`src/sv/jpr_pkg.sv`:
```
// ----------------------------------------------------------------------------
// jpr_pkg
// Shared payload types, register indexes and float constants for the
// plane rotation block.
// ----------------------------------------------------------------------------
package jpr_pkg;

  typedef struct packed {
    logic [31:0] x_in;
    logic [31:0] y_in;
    logic        last_pair;
  } jpr_in_t;

  typedef struct packed {
    logic [31:0] x_out;
    logic [31:0] y_out;
    logic        status;
    logic        last_out;
  } jpr_out_t;

  typedef enum logic [1:0] {
    REG_TANGENT = 2'd0,
    REG_COSINE  = 2'd1,
    REG_PERMUTE = 2'd2
  } jpr_reg_e;

  localparam logic [31:0] OneBits  = 32'h3F80_0000;
  localparam logic [31:0] ZeroBits = 32'h0000_0000;
  localparam logic [31:0] QnanBits = 32'h7FC0_0000;
  localparam logic [31:0] PinfBits = 32'h7F80_0000;

  // item flags that ride with the data through every stage
  typedef struct packed {
    logic        bypass;
    logic        swap;
    logic        scale;
    logic        status;
    logic        last;
    logic [31:0] x;
    logic [31:0] y;
  } jpr_ctl_t;

  // unpacked float: nan/inf/zero flags, sign, unbiased exponent, significand
  typedef struct packed {
    logic        nan;
    logic        inf;
    logic        zero;
    logic        sign;
    logic signed [9:0] exp;
    logic [23:0] man;
  } jpr_fp_t;

  function automatic jpr_fp_t fp_unpack(input logic [31:0] b);
    jpr_fp_t r;
    r.sign = b[31];
    r.nan  = (b[30:23] == 8'hFF) && (b[22:0] != 23'd0);
    r.inf  = (b[30:23] == 8'hFF) && (b[22:0] == 23'd0);
    r.zero = (b[30:0] == 31'd0);
    if (b[30:23] == 8'd0) begin
      r.exp = -10'sd126;
      r.man = {1'b0, b[22:0]};
    end else begin
      r.exp = $signed({2'b00, b[30:23]}) - 10'sd127;
      r.man = {1'b1, b[22:0]};
    end
    return r;
  endfunction

  // count leading zeros of a 76-bit word
  function automatic logic [6:0] clz76(input logic [75:0] v);
    logic [6:0] n;
    logic       found;
    n = 7'd76;
    found = 1'b0;
    for (int i = 75; i >= 0; i--) begin
      if (!found && v[i]) begin
        n = 7'(75 - i);
        found = 1'b1;
      end
    end
    return n;
  endfunction

  // round a normalized magnitude (msb at bit 75 represents 2^e) to single
  function automatic logic [31:0] fp_round(input logic s, input logic signed [11:0] e,
                                           input logic [75:0] m);
    logic [75:0] sh;
    logic [23:0] keep;
    logic        g, st, up;
    logic [24:0] rk;
    logic signed [11:0] be;
    int          dsh;
    be = e + 12'sd127;
    if (be >= 12'sd255) return {s, PinfBits[30:0]};
    dsh = (be <= 12'sd0) ? (1 - int'(be)) : 0;
    if (dsh > 76) dsh = 76;
    sh = m >> dsh;
    st = 1'b0;
    for (int i = 0; i < 76; i++) if (i < dsh && m[i]) st = 1'b1;
    keep = sh[75:52];
    g = sh[51];
    st = st | (sh[50:0] != 51'd0);
    up = g & (st | keep[0]);
    rk = {1'b0, keep} + {24'd0, up};
    if (be <= 12'sd0) begin
      // subnormal: carry into bit 23 gives smallest normal naturally
      return {s, 8'(rk[23]), rk[22:0]};
    end
    if (rk[24]) begin
      if (be + 12'sd1 >= 12'sd255) return {s, PinfBits[30:0]};
      return {s, 8'(be + 12'sd1), rk[23:1]};
    end
    return {s, be[7:0], rk[22:0]};
  endfunction

endpackage

```
`src/sv/jpr_fma.sv`:
```
// ----------------------------------------------------------------------------
// jpr_fma
// Three-stage fused a*b+c in single precision, one rounding; with
// use_add low it is a plain a*b. Stage 1 multiply, stage 2 align and add,
// stage 3 normalize and round.
// ----------------------------------------------------------------------------
module jpr_fma
  import jpr_pkg::*;
(
  input  logic        clk_i,
  input  logic        en_i,
  input  logic [31:0] a_i,
  input  logic [31:0] b_i,
  input  logic [31:0] c_i,
  input  logic        use_add_i,
  output logic [31:0] r_o
);

  jpr_fp_t fa, fb, fc;
  assign fa = fp_unpack(a_i);
  assign fb = fp_unpack(b_i);
  assign fc = fp_unpack(c_i);

  // stage 1
  logic [47:0] prod_d, prod_q;
  logic signed [11:0] pexp_q;
  logic        psign_q, pzero_q, pspec_q;
  logic [31:0] pspec_val_q;
  jpr_fp_t     c1_q;
  logic        add1_q;
  logic        pspec;
  logic [31:0] pspec_val;
  logic        pinf;

  assign prod_d = fa.man * fb.man;

  always_comb begin
    pinf = fa.inf | fb.inf;
    pspec = 1'b0;
    pspec_val = QnanBits;
    if (fa.nan || fb.nan || (use_add_i && fc.nan) ||
        (fa.inf && fb.zero) || (fb.inf && fa.zero)) begin
      pspec = 1'b1;
    end else if (pinf) begin
      pspec = 1'b1;
      if (use_add_i && fc.inf && (fc.sign != (fa.sign ^ fb.sign))) pspec_val = QnanBits;
      else pspec_val = {fa.sign ^ fb.sign, PinfBits[30:0]};
    end else if (use_add_i && fc.inf) begin
      pspec = 1'b1;
      pspec_val = c_i;
    end
  end

  always_ff @(posedge clk_i) begin
    if (en_i) begin
      prod_q      <= prod_d;
      pexp_q      <= 12'(fa.exp) + 12'(fb.exp);
      psign_q     <= fa.sign ^ fb.sign;
      pzero_q     <= fa.zero | fb.zero;
      pspec_q     <= pspec;
      pspec_val_q <= pspec_val;
      c1_q        <= fc;
      add1_q      <= use_add_i;
    end
  end

  // stage 2: exact sum on a wide grid, sticky beyond; msb weight 2^(big+2)
  logic [75:0] sum_d, sum_q;
  logic signed [11:0] sexp_d, sexp_q;
  logic        ssign_d, ssign_q, szero_d, szero_q, sspec_q;
  logic [31:0] sspec_val_q, zero_val_d, zero_val_q;

  always_comb begin
    logic [75:0] pm, cm, big, small_v;
    logic signed [11:0] pe, ce, be, de;
    logic        bs, ss_v, pz, cz, stk;
    int          d;
    // product value = prod * 2^(pexp-46), msb at bit 47 -> place at bit 73
    pm = {2'b00, prod_q, 26'd0};
    pe = pexp_q + 12'sd1;        // weight of bit 73
    cm = {2'b00, c1_q.man, 50'd0};
    ce = 12'(c1_q.exp);
    pz = pzero_q;
    cz = c1_q.zero | ~add1_q;
    if (cz) begin
      big = pm; be = pe; bs = psign_q; small_v = 76'd0; ss_v = 1'b0;
    end else if (pz) begin
      big = cm; be = ce; bs = c1_q.sign; small_v = 76'd0; ss_v = 1'b0;
    end else if (pe >= ce) begin
      big = pm; be = pe; bs = psign_q; small_v = cm; ss_v = c1_q.sign;
    end else begin
      big = cm; be = ce; bs = c1_q.sign; small_v = pm; ss_v = psign_q;
    end
    de = be - ((be == pe && !cz && !pz) ? ce : pe);
    if (cz || pz) de = 12'sd0;
    d = int'(de);
    if (d > 75) d = 75;
    stk = 1'b0;
    for (int i = 0; i < 76; i++) if (i < d && small_v[i]) stk = 1'b1;
    small_v = (small_v >> d) | {75'd0, stk};
    if (bs == ss_v) begin
      sum_d = big + small_v;
      ssign_d = bs;
    end else if (big >= small_v) begin
      sum_d = big - small_v;
      ssign_d = bs;
    end else begin
      sum_d = small_v - big;
      ssign_d = ss_v;
    end
    sexp_d = be + 12'sd2;   // bit 75 weight
    szero_d = (sum_d == 76'd0);
    // exact zero: +0 unless both addends negative
    if (cz && pz) zero_val_d = {psign_q & (~add1_q | c1_q.sign), 31'd0};
    else if (pz)  zero_val_d = {c1_q.sign & psign_q, 31'd0};
    else          zero_val_d = ZeroBits;
  end

  always_ff @(posedge clk_i) begin
    if (en_i) begin
      sum_q       <= sum_d;
      sexp_q      <= sexp_d;
      ssign_q     <= ssign_d;
      szero_q     <= szero_d;
      sspec_q     <= pspec_q;
      sspec_val_q <= pspec_val_q;
      zero_val_q  <= zero_val_d;
    end
  end

  // stage 3: normalize and round
  logic [31:0] res_d;
  always_comb begin
    logic [6:0]  lz;
    logic [75:0] nm;
    lz = clz76(sum_q);
    nm = sum_q << lz;
    if (sspec_q)      res_d = sspec_val_q;
    else if (szero_q) res_d = zero_val_q;
    else              res_d = fp_round(ssign_q, sexp_q - 12'(lz), nm);
  end

  always_ff @(posedge clk_i) begin
    if (en_i) r_o <= res_d;
  end

endmodule

```
`config.mk`:
```
export PLATFORM = sky130hd
export DESIGN_NAME = jpr_fma
export DESIGN_NICKNAME = d
export VERILOG_FILES = /design/src/sv/jpr_pkg.sv /design/src/sv/jpr_fma.sv
export SDC_FILE = /design/constraint.sdc
export NUM_CORES = 2
export LEC_CHECK = 0
export ABC_AREA = 1
export BUFFER_PORTS_ARGS = -buffer_cell sky130_fd_sc_hd__buf_2
export CORE_MARGIN = 3
export CORE_UTILIZATION = 31
export DETAILED_ROUTE_END_ITERATION = 12
export SLEW_MARGIN = 20
export SYNTH_ARGS = -nofsm -noshare
export SYNTH_HDL_FRONTEND = slang
export SYNTH_SLANG_ARGS = --single-unit
```
`constraint.sdc`:
```
create_clock -name clk_i -period 34.6 [get_ports clk_i]
set_input_delay 3.46 -clock clk_i [delete_from_list [all_inputs] [get_ports clk_i]]
set_output_delay 3.46 -clock clk_i [all_outputs]
set_load 0.01 [all_outputs]
```
==> impl.org <==
** Floorplanning
- Starting density of the core :: 0.312
- In this run the core area contains 160 standard-cell rows.
- Overall die area :: between 0.15 and 0.2 mm2
- The total area inside the core boundary comes to roughly 0.19 mm2.
- Width of the die :: 444 um
- The floorplan step set the die height to 444 um.
- Number of I/O pins :: around 130

** Clock tree
- For the worst-skew pair, the clock arrives at the later sink with an insertion delay of 620 ps.
- Number of buffers inserted during clock tree synthesis :: 36
- Buffers inserted during post-CTS setup optimization :: 0
- H-tree depth :: 2
- CTS sink count :: between 200 and 300
- TritonCTS built the clock tree.
- CTS clock-pin slew for the worst setup and hold paths :: roughly 60 ps
- Number of buffers between clock root and the deepest sink :: 3
- Post-CTS Hold Fix Bufs :: 0
- Cell at the root of the clock tree :: sky130_fd_sc_hd__clkbuf_16
- Once the clock tree was built, the resizer swapped 0 gates to a different size.

** Timing
- Number of endpoints with negative hold slack in the final report :: 0
- Derived from the worst setup path, the maximum achievable clock frequency is roughly 55 MHz.
- Worst Clk Skew :: about 63 ps
- The worst pin sits at a relative slew slack of 0.192.
- Shortest period the worst path allows :: approximately 18000 ps
- Of the available clock period, the critical path in the final layout requires 0.527.
- RSZ-0062 raised after global routing :: false
- Final max-slew violation count :: 0
- For the pin with the worst max-slew slack, the measured transition is roughly 1200 ps.
- Sum of negative setup slack :: 0 ps
- Setup violations remaining at the end of the flow were counted as 0.

** Drt
- For this block, the initial DRC count from the detailed router was approximately 6300.
- Total Routed Length :: about 270000 um
- The routed layout has slightly above 60000 vias.
- In the routed design, unresolved DRC markers number 0.
- In this run the remaining antenna-violating nets after routing total 0.
- Per-cell routed wire length :: about 24 um
- Detailed-routing iteration count for the pre-antenna-repair pass :: 6
- Number of vias per cell after detailed routing :: around 5.4

** Logic synthesis
- During synthesis, Yosys emitted a total of 0 warnings.
- The number of different library cells used by synthesis comes to between 80 and 90.
- Among all flip-flop cells after synthesis, the most frequent one is sky130_fd_sc_hd__edfxtp_1.
- Asr flop ratio synth :: 0
- Synthesized area divided by synthesized cell count :: between 6 and 7 um2
- Counting flops and latches in the post-synthesis netlist gives between 200 and 300.
- For this run, the register share of the synthesized area comes to 0.144.
- Mapped Cells :: between 9000 and 10000
- Number of flops mapped to enable cells by yosys :: about 290
- In this run the cell area of the synthesized design comes to 0.0595 mm2.

** Cells and area
- From synthesis to final layout, the design area changed by 6.48%.
- The library cell used most frequently in the layout, excluding fill and tap cells, is sky130_fd_sc_hd__nand2_1.
- Final-stage net count :: roughly 9900
- The layout has 20900 filler cells.
- Ratio of cells with drive above 1 in the final layout :: 0.0461
- The library cells used most frequently in the layout, excluding fill and tap cells, are sky130_fd_sc_hd__nand2_1 (2179), sky130_fd_sc_hd__inv_1 (1506), sky130_fd_sc_hd__nand3_1 (1214).

** Worst setup path
- The largest single stage delay on the critical path is roughly 660 ps.
- The critical path contains buffers and inverters numbering 19 combined.
- Cell family with the largest share of critical-path delay :: simple AND/OR/NAND/NOR gates
- Startpoint-to-endpoint class of the critical path :: reg2reg
- STA classifies the critical path startpoint as a register.
- Crit path DAT :: around 19000 ps
- For the worst setup path, the data required time is roughly 35000 ps.
- The cell that appears most often on the critical path is sky130_fd_sc_hd__nand2_1.
- The worst setup path is captured at a register.
- Among all stages on the critical path, the largest delay is contributed by sky130_fd_sc_hd__nor4_1.
- Of all nets on the critical path, the largest fanout is 54.

** GRT
- Total GRT Usage :: 0.266
- Wire length of the first global-routing pass :: ~400000 um
- Entering global routing, the biggest net connects 128 pins.
- Global routing finished with a remaining overflow of 0.
- The number of global-route vias before repair came to 60400.
- Initial antenna violation count :: 6

** Place
- At the end of routability-driven placement, the weighted congestion stood at between 1 and 1.5.
- Port Buffer Count :: 130
- Final HPWL from detailed placement :: about 220000 um

** Outcome
- Status :: finished clean

** Job
- Max Cap Viol :: 0

** Hold path
- Class of the worst hold path :: reg2reg
-- metal layers --
metal  GRT usage  vias to the layer above  part of all wire
met1       0.348                    29900              0.42
met5           0                        -           0.00017
met2       0.437                     2410              0.46
met3      0.0335                      477             0.063
li1            -                    29000                 -
met4       0.121                        6             0.054
-- cells in the mapped netlist (13+ instances only) --
library cell | instances | area, um2
sky130_fd_sc_hd__a211oi_1 | 28 | 210
sky130_fd_sc_hd__a21oi_1 | 390 | 1950
sky130_fd_sc_hd__a22oi_1 | 14 | 105
sky130_fd_sc_hd__a31oi_1 | 32 | 200
sky130_fd_sc_hd__buf_1 | 71 | 267
sky130_fd_sc_hd__buf_2 | 45 | 225
sky130_fd_sc_hd__clkbuf_1 | 338 | 1270
sky130_fd_sc_hd__clkinv_1 | 17 | 63.8
sky130_fd_sc_hd__edfxtp_1 | 286 | 8590
sky130_fd_sc_hd__fa_1 | 487 | 9750
sky130_fd_sc_hd__ha_1 | 383 | 4790
sky130_fd_sc_hd__inv_1 | 1506 | 5650
sky130_fd_sc_hd__inv_2 | 19 | 71.3
sky130_fd_sc_hd__mux2i_1 | 32 | 320
sky130_fd_sc_hd__nand2_1 | 2185 | 8200
sky130_fd_sc_hd__nand3_1 | 1214 | 6080
sky130_fd_sc_hd__nand4_1 | 118 | 738
sky130_fd_sc_hd__nor2_1 | 637 | 2390
sky130_fd_sc_hd__nor2_2 | 13 | 81.3
sky130_fd_sc_hd__nor2_4 | 18 | 203
sky130_fd_sc_hd__nor3_1 | 74 | 370
sky130_fd_sc_hd__nor4_1 | 54 | 338
sky130_fd_sc_hd__o2111ai_1 | 16 | 140
sky130_fd_sc_hd__o211ai_1 | 47 | 353
sky130_fd_sc_hd__o21a_1 | 30 | 225
sky130_fd_sc_hd__o21ai_0 | 527 | 2640
sky130_fd_sc_hd__o21ai_1 | 25 | 125
sky130_fd_sc_hd__o21bai_1 | 25 | 188
sky130_fd_sc_hd__o221ai_1 | 14 | 123
sky130_fd_sc_hd__o22ai_1 | 31 | 194
sky130_fd_sc_hd__o31ai_1 | 37 | 278
sky130_fd_sc_hd__or2_2 | 41 | 257
sky130_fd_sc_hd__xnor2_1 | 39 | 342
sky130_fd_sc_hd__xor2_1 | 143 | 1250
-- area by class of cell --
type                            count  area [um2]  area share
Tap cell                         2511        3140      0.0496
Sequential cell                   286        8590       0.136
Antenna cell                        2        5.00   0.0000790
Timing Repair Buffer              211        1280      0.0202
Clock buffer                       40         916      0.0145
Inverter                         1543        5790      0.0915
Clock inverter                     22         174     0.00275
Multi-Input combinational cell   6823       43400       0.686
-- path summary, 6_finish.rpt --
| path | start | slack, ps | cells past startpoint | end |
|---|---|---|---|---|
| max reg2reg | pexp_q[0] | 16380 | 82 | szero_q |
| min reg2reg | pspec_val_q[26] | 420 | 0 | sspec_val_q[26] |
| min | pspec_val_q[26] | 420 | 0 | sspec_val_q[26] |
| max | pexp_q[0] | 16380 | 82 | szero_q |
-- worst register-to-register path, delay by kind of cell (launching register included) --
kind	cells	cell delay (ps)
simple gates	41	8320
buf+inv	19	4630
compound gates	15	3070
fa+ha+maj	4	1040
xor+xnor	3	620
flops	1	430
-- state kept, by name, summed over array words and instances (netlist names) --
register,cells
ssign_q,1
psign_q,1
pexp_q,11
szero_q,1
c1_q,35
sexp_q,12
sspec_q,1
sum_q,76
prod_q,48
pspec_q,1
r_o,32
add1_q,1
pspec_val_q,32
zero_val_q,1
sspec_val_q,32
pzero_q,1
-- cell families (layout without fill, tap and decap cells) --
logic type	count (synthesis)	in the layout	synth area share
other	2	30	0.000126
AOI/OAI and AO/OA	1293	1293	0.125
xor gates and xnor gates	182	182	0.0268
muxes	32	32	0.00539
DFF	286	286	0.144
adders and majority gates	870	870	0.245
and+or+nand+nor	4418	4418	0.325
buffers and inverters	2009	1816	0.129
-- stage by stage --
step           setup slack, ps  instance area [um2]  std cells  hold WS (ps)  utilization
6_report                 16380                63300      11400           419        0.333
5_1_grt                  14510                63300      11400           422        0.333
4_1_cts                  16630                63300      11400           419        0.333
3_5_place_dp             16690                62200      11400           405        0.327
3_3_place_gp             16690                62200      11400           401        0.327
2_1_floorplan            21570                59600       9118           400            -
Power is left out: the tool's default activity adds up to more than one toggle a clock period on the data nets, which glitch-free logic cannot reach.
